==> src/sv/epoc_pkg.sv <==
// Shared types and constants for the exact pattern occurrence counter.
package epoc_pkg;

   // Defaults for the top-level parameters
   localparam int DEFAULT_MAX_PATTERN   = 32;
   localparam int DEFAULT_POSITION_BITS = 32;

   // Register file shape
   localparam int CSR_INDEX_W = 3;
   localparam int CSR_DATA_W  = 64;
   localparam int PAT_LEN_W   = 6;
   localparam int PAT_WORDS   = 4;
   localparam int PAT_BYTES   = PAT_WORDS * 8;
   localparam int PAT_IDX_W   = $clog2(PAT_BYTES);

   // Internal length width, enough for lengths up to 64
   localparam int LEN_W = 7;

   // Result field widths
   localparam int START_W = 32;
   localparam int TOTAL_W = 32;

   // Register indexes
   typedef enum logic [CSR_INDEX_W-1:0] {
      CSR_PATTERN_LEN    = 3'd0,
      CSR_PAT_BYTES_0_7  = 3'd1,
      CSR_PAT_BYTES_8_15 = 3'd2,
      CSR_PAT_BYTES_16_23 = 3'd3,
      CSR_PAT_BYTES_24_31 = 3'd4
   } csr_index_type;

   // Input word
   typedef struct packed {
      logic [7:0] text_byte;
      logic       last;
   } req_word_type;

   // Result word
   typedef struct packed {
      logic               match;
      logic [START_W-1:0] match_start;
      logic [TOTAL_W-1:0] match_total;
   } rsp_word_type;

endpackage

==> src/sv/exact_pattern_occurrence_counter_core.sv <==
// Top level of the exact pattern occurrence counter.
// Text bytes stream in one word per cycle; every accepted word yields exactly one
// result word, passing through the input register and then a single full-window
// compare into the result register, and a new word is taken every cycle as long as
// the result side keeps up. Totals saturate. The whole window of up to MAX_PATTERN
// bytes is compared in parallel against a registered pattern image, re-aligned to
// the configured length after each register write. A word with last set gets its
// normal result and then clears history, position and total for the next text.
module exact_pattern_occurrence_counter_core #(
   parameter int MAX_PATTERN   = epoc_pkg::DEFAULT_MAX_PATTERN,
   parameter int POSITION_BITS = epoc_pkg::DEFAULT_POSITION_BITS
) (
   input  logic                               clock,
   input  logic                               reset,
   input  logic                               req_valid,
   output logic                               req_ready,
   input  epoc_pkg::req_word_type             req_data,
   output logic                               rsp_valid,
   input  logic                               rsp_ready,
   output epoc_pkg::rsp_word_type             rsp_data,
   input  logic                               csr_valid,
   output logic                               csr_ready,
   input  logic [epoc_pkg::CSR_INDEX_W-1:0]   csr_index,
   input  logic [epoc_pkg::CSR_DATA_W-1:0]    csr_data
);

   localparam int HIST_DEPTH = (MAX_PATTERN > 1) ? MAX_PATTERN - 1 : 1;
   localparam int START_WIDE = (POSITION_BITS > epoc_pkg::START_W) ?
                               POSITION_BITS : epoc_pkg::START_W;

   logic [MAX_PATTERN*8-1:0]       aligned;
   logic [MAX_PATTERN-1:0]         mask;
   logic [epoc_pkg::LEN_W-1:0]     len_m1;

   logic                           s1_valid_ff;
   epoc_pkg::req_word_type         s1_word_ff;
   logic                           rsp_valid_ff;
   epoc_pkg::rsp_word_type         rsp_word_ff;
   epoc_pkg::rsp_word_type         rsp_word_in;

   logic [7:0]                     hist_ff [HIST_DEPTH];
   logic [POSITION_BITS-1:0]       pos_ff;
   logic [epoc_pkg::TOTAL_W-1:0]   count_ff;
   logic [epoc_pkg::TOTAL_W-1:0]   count_in;

   logic                           advance;
   logic [MAX_PATTERN*8-1:0]       window;
   logic [MAX_PATTERN-1:0]         slot_ok;
   logic                           hit;
   logic [POSITION_BITS-1:0]       len_m1_ext;
   logic [START_WIDE-1:0]          start_wide;

   // Pattern registers and alignment
   epoc_pattern #(
      .MAX_PATTERN (MAX_PATTERN)
   ) u_pattern (
      .clock      (clock),
      .reset      (reset),
      .csr_write  (csr_valid & csr_ready),
      .csr_index  (csr_index),
      .csr_data   (csr_data),
      .aligned_ff (aligned),
      .mask_ff    (mask),
      .len_m1_ff  (len_m1)
   );

   assign csr_ready = 1'b1;

   // Advance when a word waits and the result register is free or being taken
   assign advance   = s1_valid_ff & (~rsp_valid_ff | rsp_ready);
   assign req_ready = ~s1_valid_ff | advance;
   assign rsp_valid = rsp_valid_ff;
   assign rsp_data  = rsp_word_ff;

   // Input register
   always_ff @(posedge clock) begin
      if (reset) begin
         s1_valid_ff <= 1'b0;
      end else if (req_ready) begin
         s1_valid_ff <= req_valid;
      end
   end

   always_ff @(posedge clock) begin
      if (req_ready && req_valid) begin
         s1_word_ff <= req_data;
      end
   end

   // Build the window, newest byte in slot 0, and compare every slot in use
   always_comb begin
      window         = '0;
      window[7:0]    = s1_word_ff.text_byte;
      for (int j = 1; j < MAX_PATTERN; j++) begin
         window[j*8 +: 8] = hist_ff[j-1];
      end
      for (int j = 0; j < MAX_PATTERN; j++) begin
         slot_ok[j] = ~mask[j] | (window[j*8 +: 8] == aligned[j*8 +: 8]);
      end
      len_m1_ext = POSITION_BITS'(len_m1);
      hit        = (&slot_ok) & (pos_ff >= len_m1_ext);
   end

   // Form the result word
   always_comb begin
      start_wide = START_WIDE'(pos_ff - len_m1_ext);
      count_in   = count_ff;
      if (hit && count_ff != '1) begin
         count_in = count_ff + epoc_pkg::TOTAL_W'(1);
      end
      rsp_word_in.match       = hit;
      rsp_word_in.match_start = hit ? start_wide[epoc_pkg::START_W-1:0] : '0;
      rsp_word_in.match_total = count_in;
   end

   // Result register
   always_ff @(posedge clock) begin
      if (reset) begin
         rsp_valid_ff <= 1'b0;
      end else if (advance) begin
         rsp_valid_ff <= 1'b1;
      end else if (rsp_ready) begin
         rsp_valid_ff <= 1'b0;
      end
   end

   always_ff @(posedge clock) begin
      if (advance) begin
         rsp_word_ff <= rsp_word_in;
      end
   end

   // Update history, position and total; last clears them for the next text
   always_ff @(posedge clock) begin
      if (reset) begin
         pos_ff   <= '0;
         count_ff <= '0;
         for (int k = 0; k < HIST_DEPTH; k++) begin
            hist_ff[k] <= '0;
         end
      end else if (advance) begin
         if (s1_word_ff.last) begin
            pos_ff   <= '0;
            count_ff <= '0;
            for (int k = 0; k < HIST_DEPTH; k++) begin
               hist_ff[k] <= '0;
            end
         end else begin
            count_ff <= count_in;
            if (pos_ff != '1) begin
               pos_ff <= pos_ff + POSITION_BITS'(1);
            end
            hist_ff[0] <= s1_word_ff.text_byte;
            for (int k = 1; k < HIST_DEPTH; k++) begin
               hist_ff[k] <= hist_ff[k-1];
            end
         end
      end
   end

endmodule

==> src/sv/epoc_pattern.sv <==
// Pattern registers and the length-aligned pattern window they produce.
module epoc_pattern #(
   parameter int MAX_PATTERN = epoc_pkg::DEFAULT_MAX_PATTERN
) (
   input  logic                                   clock,
   input  logic                                   reset,
   input  logic                                   csr_write,
   input  logic [epoc_pkg::CSR_INDEX_W-1:0]       csr_index,
   input  logic [epoc_pkg::CSR_DATA_W-1:0]        csr_data,
   output logic [MAX_PATTERN*8-1:0]               aligned_ff,
   output logic [MAX_PATTERN-1:0]                 mask_ff,
   output logic [epoc_pkg::LEN_W-1:0]             len_m1_ff
);

   logic [epoc_pkg::PAT_LEN_W-1:0]              pattern_len_ff;
   logic [epoc_pkg::PAT_BYTES*8-1:0]            pattern_ff;
   logic [MAX_PATTERN*8-1:0]                    aligned_in;
   logic [MAX_PATTERN-1:0]                      mask_in;
   logic [epoc_pkg::LEN_W-1:0]                  len_m1_in;
   logic [epoc_pkg::LEN_W-1:0]                  len_act;
   logic [epoc_pkg::LEN_W-1:0]                  idx;

   // Decode register writes; unknown indexes drop the write
   always_ff @(posedge clock) begin
      if (reset) begin
         pattern_len_ff <= epoc_pkg::PAT_LEN_W'(1);
         pattern_ff     <= '0;
      end else if (csr_write) begin
         unique case (csr_index)
            epoc_pkg::CSR_PATTERN_LEN: begin
               pattern_len_ff <= csr_data[epoc_pkg::PAT_LEN_W-1:0];
            end
            epoc_pkg::CSR_PAT_BYTES_0_7: begin
               pattern_ff[0*epoc_pkg::CSR_DATA_W +: epoc_pkg::CSR_DATA_W] <= csr_data;
            end
            epoc_pkg::CSR_PAT_BYTES_8_15: begin
               pattern_ff[1*epoc_pkg::CSR_DATA_W +: epoc_pkg::CSR_DATA_W] <= csr_data;
            end
            epoc_pkg::CSR_PAT_BYTES_16_23: begin
               pattern_ff[2*epoc_pkg::CSR_DATA_W +: epoc_pkg::CSR_DATA_W] <= csr_data;
            end
            epoc_pkg::CSR_PAT_BYTES_24_31: begin
               pattern_ff[3*epoc_pkg::CSR_DATA_W +: epoc_pkg::CSR_DATA_W] <= csr_data;
            end
            default: begin
            end
         endcase
      end
   end

   // Clamp the length into 1..MAX_PATTERN
   always_comb begin
      if (pattern_len_ff == '0) begin
         len_act = epoc_pkg::LEN_W'(1);
      end else if (epoc_pkg::LEN_W'(pattern_len_ff) > epoc_pkg::LEN_W'(MAX_PATTERN)) begin
         len_act = epoc_pkg::LEN_W'(MAX_PATTERN);
      end else begin
         len_act = epoc_pkg::LEN_W'(pattern_len_ff);
      end
      len_m1_in = len_act - epoc_pkg::LEN_W'(1);
   end

   // Align the pattern so that window slot 0 (newest byte) meets the last pattern byte
   always_comb begin
      idx        = '0;
      aligned_in = '0;
      mask_in    = '0;
      for (int j = 0; j < MAX_PATTERN; j++) begin
         idx        = len_m1_in - epoc_pkg::LEN_W'(j);
         mask_in[j] = epoc_pkg::LEN_W'(j) < len_act;
         if (mask_in[j] && idx < epoc_pkg::LEN_W'(epoc_pkg::PAT_BYTES)) begin
            aligned_in[j*8 +: 8] = pattern_ff[{idx[epoc_pkg::PAT_IDX_W-1:0], 3'b000} +: 8];
         end
      end
   end

   // Hold the aligned window for the compare stage
   always_ff @(posedge clock) begin
      if (reset) begin
         aligned_ff <= '0;
         mask_ff    <= MAX_PATTERN'(1);
         len_m1_ff  <= '0;
      end else begin
         aligned_ff <= aligned_in;
         mask_ff    <= mask_in;
         len_m1_ff  <= len_m1_in;
      end
   end

endmodule
==> config.mk <==
export PLATFORM = sky130hd
export DESIGN_NAME = exact_pattern_occurrence_counter_core
export DESIGN_NICKNAME = d
export VERILOG_FILES = /design/src/sv/epoc_pkg.sv /design/src/sv/exact_pattern_occurrence_counter_core.sv /design/src/sv/epoc_pattern.sv
export SDC_FILE = /design/constraint.sdc
export NUM_CORES = 2
export LEC_CHECK = 0
export BUFFER_PORTS_ARGS = -buffer_cell sky130_fd_sc_hd__buf_4
export CAP_MARGIN = 40
export CORE_ASPECT_RATIO = 0.8
export CORE_UTILIZATION = 45
export CTS_BUF_LIST = sky130_fd_sc_hd__clkbuf_8 sky130_fd_sc_hd__clkbuf_16
export DETAILED_ROUTE_END_ITERATION = 10
export GPL_TIMING_DRIVEN = 0
export PLACE_DENSITY = 0.6
export SLEW_MARGIN = 20
export SYNTH_ARGS = -nofsm -noshare
export SYNTH_HDL_FRONTEND = slang
export SYNTH_SLANG_ARGS = --single-unit
==> constraint.sdc <==
create_clock -name clock -period 8.8 [get_ports clock]
set_input_delay 1.76 -clock clock [delete_from_list [all_inputs] [get_ports clock]]
set_output_delay 1.76 -clock clock [all_outputs]
set_load 0.005 [all_outputs]
== Yosys cells after proc, flatten, opt, wreduce, memory -nomap -nowiden ==
Memories as Yosys holds them, arrays and structs flattened.
Index checks and enable logic that the tools add are counted.

* Logic and storage cells: 541
* Output and inout port bits: 68
* Register bits after elaboration: 697
* Memory bits (writable): 248
* Memories kept: 1

{| class="wikitable"
|+ Memories
! memory !! words !! width !! read ports !! clocked after memory_dff !! wr ports !! RTL line !! RTL
|-
| hist_ff || 31 || 8 || 31 || 0 || 31 || exact_pattern_occurrence_counter_core.sv:41 || <nowiki>logic [7:0] hist_ff [HIST_DEPTH];</nowiki>
|}

* Reductions and logical operators: 77
* Mux-type cells: 80
* Shifts and indexed selects: 32
* Bitwise gates (word level): 164
* Magnitude comparators: 66
* Add/subtract/negate cells: 35
* Equal/unequal tests: 38

{| class="wikitable"
|+ Operators with widths
! cell !! number
|-
| variable part select 256 x 9 -> 8 bit || 32
|-
| 2-to-1 mux 8 bit || 62
|-
| equality test 8 bit || 32
|-
| less-than comparator 7 x 6 -> 1 bit (second input constant) || 32
|-
| 2-to-1 mux 32 bit || 4
|-
| less-than comparator 5 x 7 -> 1 bit (first input constant) || 16
|-
| subtractor 7 x 5 -> 7 bit (second input constant) || 16
|-
| bitwise OR 1 bit || 96
|-
| NOT 1 bit || 66
|-
| adder 32 x 1 -> 32 bit (second input constant) || 2
|-
| inequality test 32 bit (second input constant) || 2
|-
| OR reduction 2 bit || 32
|-
| less-than comparator 4 x 7 -> 1 bit (first input constant) || 8
|-
| subtractor 7 x 4 -> 7 bit (second input constant) || 8
|-
| logical AND 1 bit || 34
|-
| >= comparator 32 x 7 -> 1 bit || 1
|-
| AND reduction 32 bit || 1
|-
| subtractor 32 x 7 -> 32 bit || 1
|-
| less-than comparator 3 x 7 -> 1 bit (first input constant) || 4
|-
| subtractor 7 x 3 -> 7 bit (second input constant) || 4
|-
| less-than comparator 1 x 7 -> 1 bit (first input constant) || 2
|-
| less-than comparator 2 x 7 -> 1 bit (first input constant) || 2
|-
| subtractor 7 x 1 -> 7 bit (second input constant) || 2
|-
| subtractor 7 x 2 -> 7 bit (second input constant) || 2
|-
| 12 further kinds || 31
|}

== Longest topological paths before layout ==
* Depth after elaboration: 9
* Mapped depth: 24
* Gate-level depth less buffers: 15

== By module ==
From an unflattened synthesis, not the netlist that was laid out.

* Cell total of the unflattened synthesis: 6,174
* Area total of the unflattened synthesis: 56,261.5 µm²

{| class="wikitable"
|+ Modules (own cells, without submodules)
! module !! area each (µm²) !! times used !! cells each
|-
| epoc_pattern || 36,940.4 || 1 || 4,477
|-
| exact_pattern_occurrence_counter_core || 19,321.0 || 1 || 1,697
|}

== Least setup slack after synthesis ==
OpenSTA, ideal clock, no wires.

* Path kind: input port to flip-flop
* Start: input port rsp_ready
* End: memory hist_ff[12][4] (netlist: hist_ff[0][100]) (enable)
* Buffers on the path: 1
* Slack: 2,019 ps
* Arrival: 6,308 ps
* Stages on the path: 6
* Path through: nor2b_1 > nand2b_1 > inv_1 > nor2_1 > clkbuf_1 > inv_1

{| class="wikitable"
|+ RTL lines
! what !! RTL line !! RTL
|-
| start: declaration || exact_pattern_occurrence_counter_core.sv:19 || <nowiki>input logic rsp_ready,</nowiki>
|-
| end: declaration || exact_pattern_occurrence_counter_core.sv:41 ||
|}

== Worst setup path after layout ==
* Start: register u_pattern.pattern_len_ff[2] in the netlist's numbering
* End: register u_pattern.aligned_ff[61]

* Cells in the longest elaborated chain, start to end: 9

{| class="wikitable"
|+ RTL lines
! what !! RTL line !! RTL
|-
| start: declaration || epoc_pattern.sv:15 || <nowiki>logic [epoc_pkg::PAT_LEN_W-1:0] pattern_len_ff;</nowiki>
|-
| start signal: assignment || epoc_pattern.sv:26 || <nowiki>pattern_len_ff <= epoc_pkg::PAT_LEN_W'(1);</nowiki>
|-
| start signal: assignment || epoc_pattern.sv:31 || <nowiki>pattern_len_ff <= csr_data[epoc_pkg::PAT_LEN_W-1:0];</nowiki>
|-
| > comparator 6 bit || epoc_pattern.sv:55 || <nowiki>end else if (epoc_pkg::LEN_W'(pattern_len_ff) > epoc_pkg::LEN_W'(MAX_PATTERN)) begin</nowiki>
|-
| 2-to-1 mux 6 bit || epoc_pattern.sv:55 ||
|-
| 2-to-1 mux 7 bit * || epoc_pattern.sv:53 || <nowiki>if (pattern_len_ff == '0) begin</nowiki>
|-
| subtractor 7 x 1 -> 7 bit * || epoc_pattern.sv:60 || <nowiki>len_m1_in = len_act - epoc_pkg::LEN_W'(1);</nowiki>
|-
| named net u_pattern.len_m1_in (one bit) || epoc_pattern.sv:19 || <nowiki>logic [epoc_pkg::LEN_W-1:0] len_m1_in;</nowiki>
|-
| subtractor 7 x 3 -> 7 bit * || epoc_pattern.sv:69 || <nowiki>idx = len_m1_in - epoc_pkg::LEN_W'(j);</nowiki>
|-
| branches (longest 4 deep; another with variable part select 256 x 9 -> 8 bit) || - ||
|-
| end signal: assignment || epoc_pattern.sv:84 || <nowiki>aligned_ff <= aligned_in;</nowiki>
|-
| end: declaration || epoc_pattern.sv:10 || <nowiki>output logic [MAX_PATTERN*8-1:0] aligned_ff,</nowiki>
|}

Mark *: on every way through the listed nets, which the timed path passes.
A chain may end at the register's enable or synchronous reset.

==> results.txt <==
The iteration-0 DRC count of the detailed router is roughly 7400. The estimated wirelength of the detail-placed design is 208.0 mm. The overflow left after global routing came out at 0. The most common cell type on the critical path is sky130_fd_sc_hd__clkbuf_1. Counting both buffers and inverters, the worst setup path holds a total of 14. The synthesis warning total is 0.

The count of final hold-check violations is 0. The number of antenna violations at the first check in global routing was 29. The destination of the worst hold path is u_pattern.pattern_ff[193]$_SDFFE_PP0P_. The synthesized cell area came out at roughly 49000 µm². about 150 I/O pins were placed. The worst register-to-register path has a depth of 24. The number of core rows is 108. The run finished with clean final reports. The required time of the worst setup path is ~9400 ps. The worst setup skew after layout is around 33 ps.

The maximum number of pins on one net before global-route repair is 76. The synthesized area per cell came out at ~10 µm². Summing all multi-input logic gate instances after layout gives around 26000 µm². The register-to-register setup slack is about 66 ps. The via count of the first global-routing pass came out at just under 40000. The y dimension of the die is a little under 300 µm. Counting flops with a built-in enable in the synthesized netlist gives between 300 and 400.

Broken down by cell family, the worst path's largest delay share belongs to buffers and inverters. The worst-path maximum fanout came out at 12. The final-report setup violation count is 0.

Before antenna repair, the detailed router went through 8 iterations. From synthesis to final layout, the design area changed by 15.17%. The die width came out at between 300 and 400 µm.

The final setup slack of the worst path is 66.40 ps. Sequential elements use roughly 45% of the synthesized area. In this run the critical register-to-register path is captured at u_pattern.aligned_ff[61]$_SDFF_PP0_. Walking the worst path, the cells encountered are buf_2 -> nor4_1 -> nor2_1 -> nor2_2 -> inv_2 -> clkbuf_1 -> buf_8 -> clkbuf_1 -> buf_2 -> ha_1 -> clkbuf_1 -> inv_1 -> xnor2_1 -> buf_4 -> clkbuf_1 -> clkbuf_1 -> clkbuf_2 -> ha_2 -> nand2_1 -> xnor2_2 -> buf_2 -> buf_2 -> mux4_2 -> a22o_1. The stage delay of the slowest cell on the critical path came out at approximately 620 ps. The normalized max-slew margin is a little over a quarter. The ratio of cells with drive above 1 in the final layout is between 10% and 20%. The total of hold buffers inserted after clock tree synthesis came out at 0. The final layout contains 5439 nets. The power per cell area came out at ~180 nW/µm². The number of distinct library cells after synthesis is just under 90. The static power due to leakage is about 21 nW.

The first global-routing pass estimated around 330 mm of wire. OpenSTA, run right after detailed placement, puts the worst setup slack at -385.4 ps. The critical setup path kind is reg -> reg. The total vias in the final route came out at between 40000 and 50000. The count of filler cells inserted in the layout came out at between 9000 and 10000. The initial core utilization is approximately 45%. CTS built an H-tree with a depth of 3. Summed over all layers, the routed wires come to 249.5 mm. The global-route total usage across every layer came out at 44.20%. The final critical path time including I/O delays and setup is between 8000 and 9000 ps. The global placer's final weighted congestion came out at 1.151. The die covers around 110000 µm².

The slowest cell on the critical path is sky130_fd_sc_hd__clkbuf_1. Of the available clock period, the critical path in the final layout requires 99.25%. The maximum clock frequency came out at between 100 and 150 MHz.

The average vias per placed instance is 6.456. The count of buffers from port buffering came out at about 150. Setup repair after global routing left no endpoint under its margin.

The later pin in the worst-skew pair is clocked with a latency of approximately 730 ps. The worst hold path stage count came out at 2. In this run, CTS created clock tree buffers numbering 94. The total area of sequential cells is 22060 µm². In the layout the commonest cells are sky130_fd_sc_hd__nand2_1 (853), sky130_fd_sc_hd__mux2i_1 (644), sky130_fd_sc_hd__dfxtp_1 (631). The cell area after placement came out at approximately 53000 µm².

The type of the worst min-delay path is reg -> reg. The fraction of registers with async set or reset after synthesis is 0%. The maximum buffer depth of the clock tree came out at 3. The clock transition at the register clock pins on the worst setup and hold paths after CTS is about 60 ps. The startpoint of the most critical register-to-register path is u_pattern.pattern_len_ff[2]$_SDFFE_PP0P_. TritonCTS built the clock tree. The root buffer selected by CTS is sky130_fd_sc_hd__clkbuf_16. The leading cell type in the layout, fill and taps excluded is sky130_fd_sc_hd__nand2_1.

Dividing the detail-routed wire length by the instance count gives roughly 36 µm. The count of unresolved DRC violations after routing is 0. Across the run, the number of max-cap violations was 0. The actual transition at the worst max-transition pin came out at about 1100 ps.

The final design utilization came out at 52.25%. In this run the standard cell core region covers approximately 110000 µm². The type of element capturing the critical path is a flop.

The count of cells in the finished layout, fillers not included, comes to between 6000 and 7000. Synthesis inferred roughly 950 register bits. The max-slew violation count came out at 0. The data arrival time at the worst-slack endpoint is a little over 9000 ps.

In the synthesized netlist the dominant register cell turns out to be sky130_fd_sc_hd__dfxtp_1. The worst setup path is launched from a flop. The number of setup buffers added after CTS is 0. The startpoint identified for the worst hold timing path is u_pattern.pattern_ff[193]$_SDFFE_PP0P_. IR analysis of the VDD net gives a maximum drop of ~160 µV. The cell area after layout is 56630 µm². The post-synthesis cell count is slightly below 5000. The clock net in this run drives a total of about 950 sinks. The residual antenna-violating net count after detailed routing is 0.

The number of instances in the placed design came out at around 6600.
[worst reg2reg max path, stage by stage (launching register included)]
cell and delay (ps):
sky130_fd_sc_hd__dfxtp_1 310, sky130_fd_sc_hd__buf_2 230, sky130_fd_sc_hd__nor4_1 90, sky130_fd_sc_hd__nor2_1 140
sky130_fd_sc_hd__nor2_2 170, sky130_fd_sc_hd__inv_2 220, sky130_fd_sc_hd__clkbuf_1 360, sky130_fd_sc_hd__buf_8 210
sky130_fd_sc_hd__clkbuf_1 370, sky130_fd_sc_hd__buf_2 500, sky130_fd_sc_hd__ha_1 230, sky130_fd_sc_hd__clkbuf_1 620
sky130_fd_sc_hd__inv_1 160, sky130_fd_sc_hd__xnor2_1 490, sky130_fd_sc_hd__buf_4 250, sky130_fd_sc_hd__clkbuf_1 590
sky130_fd_sc_hd__clkbuf_1 480, sky130_fd_sc_hd__clkbuf_2 450, sky130_fd_sc_hd__ha_2 510, sky130_fd_sc_hd__nand2_1 290
sky130_fd_sc_hd__xnor2_2 480, sky130_fd_sc_hd__buf_2 380, sky130_fd_sc_hd__buf_2 360, sky130_fd_sc_hd__mux4_2 450
sky130_fd_sc_hd__a22o_1 270
[Yosys cell counts, types with 3 or more instances]
master                       n  area, µm²
sky130_fd_sc_hd__nor2b_1    33      206.5
sky130_fd_sc_hd__xnor2_1   305       2671
sky130_fd_sc_hd__inv_2       3      11.26
sky130_fd_sc_hd__clkbuf_1  222      833.3
sky130_fd_sc_hd__a21o_1      5      37.54
sky130_fd_sc_hd__or2_2       6      37.54
sky130_fd_sc_hd__nand4_1   100      625.6
sky130_fd_sc_hd__nand2b_1    6      37.54
sky130_fd_sc_hd__nand3_1    73      365.4
sky130_fd_sc_hd__o21ai_0    76      380.4
sky130_fd_sc_hd__a22oi_1     4      30.03
sky130_fd_sc_hd__a22o_1     88      770.7
sky130_fd_sc_hd__mux4_2    128       2883
sky130_fd_sc_hd__xor2_1     45      394.1
sky130_fd_sc_hd__a211oi_1   16      120.1
sky130_fd_sc_hd__a32o_1     48      480.5
sky130_fd_sc_hd__buf_2      51      255.2
sky130_fd_sc_hd__ha_1       19      237.7
sky130_fd_sc_hd__o311ai_0    3      26.28
sky130_fd_sc_hd__edfxtp_1  314       9429
sky130_fd_sc_hd__or4_1      22      165.2
sky130_fd_sc_hd__o21bai_1    8      60.06
sky130_fd_sc_hd__mux2i_1   650       6506
sky130_fd_sc_hd__a21oi_1   349       1747
sky130_fd_sc_hd__nor3_1     34      170.2
sky130_fd_sc_hd__nor2_1    180      675.7
sky130_fd_sc_hd__o22ai_1     9      56.30
sky130_fd_sc_hd__nand2_1   853       3202
sky130_fd_sc_hd__or3_1      32      200.2
sky130_fd_sc_hd__and2_1     88      550.5
sky130_fd_sc_hd__nor4_1     25      156.4
sky130_fd_sc_hd__nand3b_1    4      30.03
sky130_fd_sc_hd__and4_1      5      43.79
sky130_fd_sc_hd__buf_6       6      67.56
sky130_fd_sc_hd__inv_1      44      165.2
sky130_fd_sc_hd__o31ai_1     5      37.54
sky130_fd_sc_hd__and3_1    271       1695
sky130_fd_sc_hd__a31oi_1    15      93.84
sky130_fd_sc_hd__dfxtp_1   631      12630
sky130_fd_sc_hd__o211ai_1   28      210.2
sky130_fd_sc_hd__buf_1      70      262.8
[worst max-delay path by stage]
| stage | from | slack, ps | end | cells past startpoint |
|---|---|---|---|---|
| CTS | u_pattern.pattern_len_ff[2]$_SDFFE_PP0P_ | 140 | u_pattern.aligned_ff[61]$_SDFF_PP0_ | 25 |
| finish | u_pattern.pattern_len_ff[2]$_SDFFE_PP0P_ | 70 | u_pattern.aligned_ff[61]$_SDFF_PP0_ | 24 |
| global placement | u_pattern.pattern_len_ff[2]$_SDFFE_PP0P_ | -810 | u_pattern.aligned_ff[61]$_SDFF_PP0_ | 23 |
| detailed placement | u_pattern.pattern_len_ff[2]$_SDFFE_PP0P_ | -390 | u_pattern.aligned_ff[61]$_SDFF_PP0_ | 25 |
| floorplan | rsp_ready | 2020 | hist_ff[0][100]$_SDFFCE_PN0P_ | 6 |
| global route | u_pattern.pattern_len_ff[2]$_SDFFE_PP0P_ | 100 | u_pattern.aligned_ff[11]$_SDFF_PP0_ | 25 |
[flip-flops by register name, indices dropped and copies added (netlist names)]
| name | flops |
|---|---|
| pos_ff | 32 |
| u_pattern.aligned_ff | 256 |
| s1_valid_ff | 1 |
| u_pattern.pattern_len_ff | 6 |
| u_pattern.mask_ff | 32 |
| s1_word_ff | 9 |
| hist_ff | 248 |
| rsp_valid | 1 |
| u_pattern.len_m1_ff | 7 |
| u_pattern.pattern_ff | 256 |
| count_ff | 32 |
| rsp_data | 65 |
[cell families (layout without fill, tap and decap cells)]
kind of cell	after synthesis	count (layout)	synth area share, %
buffers and inverters	402	881	3.356
other	2	12	0.01527
AO/OA/AOI/OAI	683	683	8.810
multiplexers	780	780	19.14
XOR/XNOR	351	351	6.268
flip-flops	945	945	44.87
adder cells (fa/ha/maj)	20	20	0.5242
AND/OR/NAND/NOR	1753	1753	17.02
[where the power goes]
group	switching, mW	internal (mW)	total, mW
clock	1.83	2.22	4.05
combinational	0.813	0.396	1.21
sequential	0.140	4.63	4.77
total	2.78	7.25	10.0
[stage by stage]
step	power, mW	hold slack (ps)	setup TNS, ps
5_1_grt	10.23	492.7	0
3_3_place_gp	5.958	457.3	-106070
4_1_cts	9.952	472.6	0
3_5_place_dp	5.988	464.3	-6210
2_1_floorplan	5.425	448.3	0
6_report	10.03	477.0	0
[layer usage]
metal  track usage (%)  up-vias  share of wire (%)
met5                 0        -               0.14
met4             13.51       20                3.7
met3             24.47      419                 17
met2             53.27     3093                 36
met1             64.92    22180                 43
li1                  -    18550                  -
[cell type report]
class	count	area share [%]
multi-input combinational	3592	45.14
buffer	352	2.614
inverter	49	0.3469
clock inverter	69	0.8639
clock buffer	107	4.510
sequential	945	38.96
timing repair buffer	304	4.379
antenna	7	0.03093
tap	1430	3.160
[what timing repair did]
item | in CTS | in global routing
gates cloned | 0 | 0
setup endpoints to repair | 24 | 28
resized for setup | 2 | 4
(Power assumes the default switching activity.)
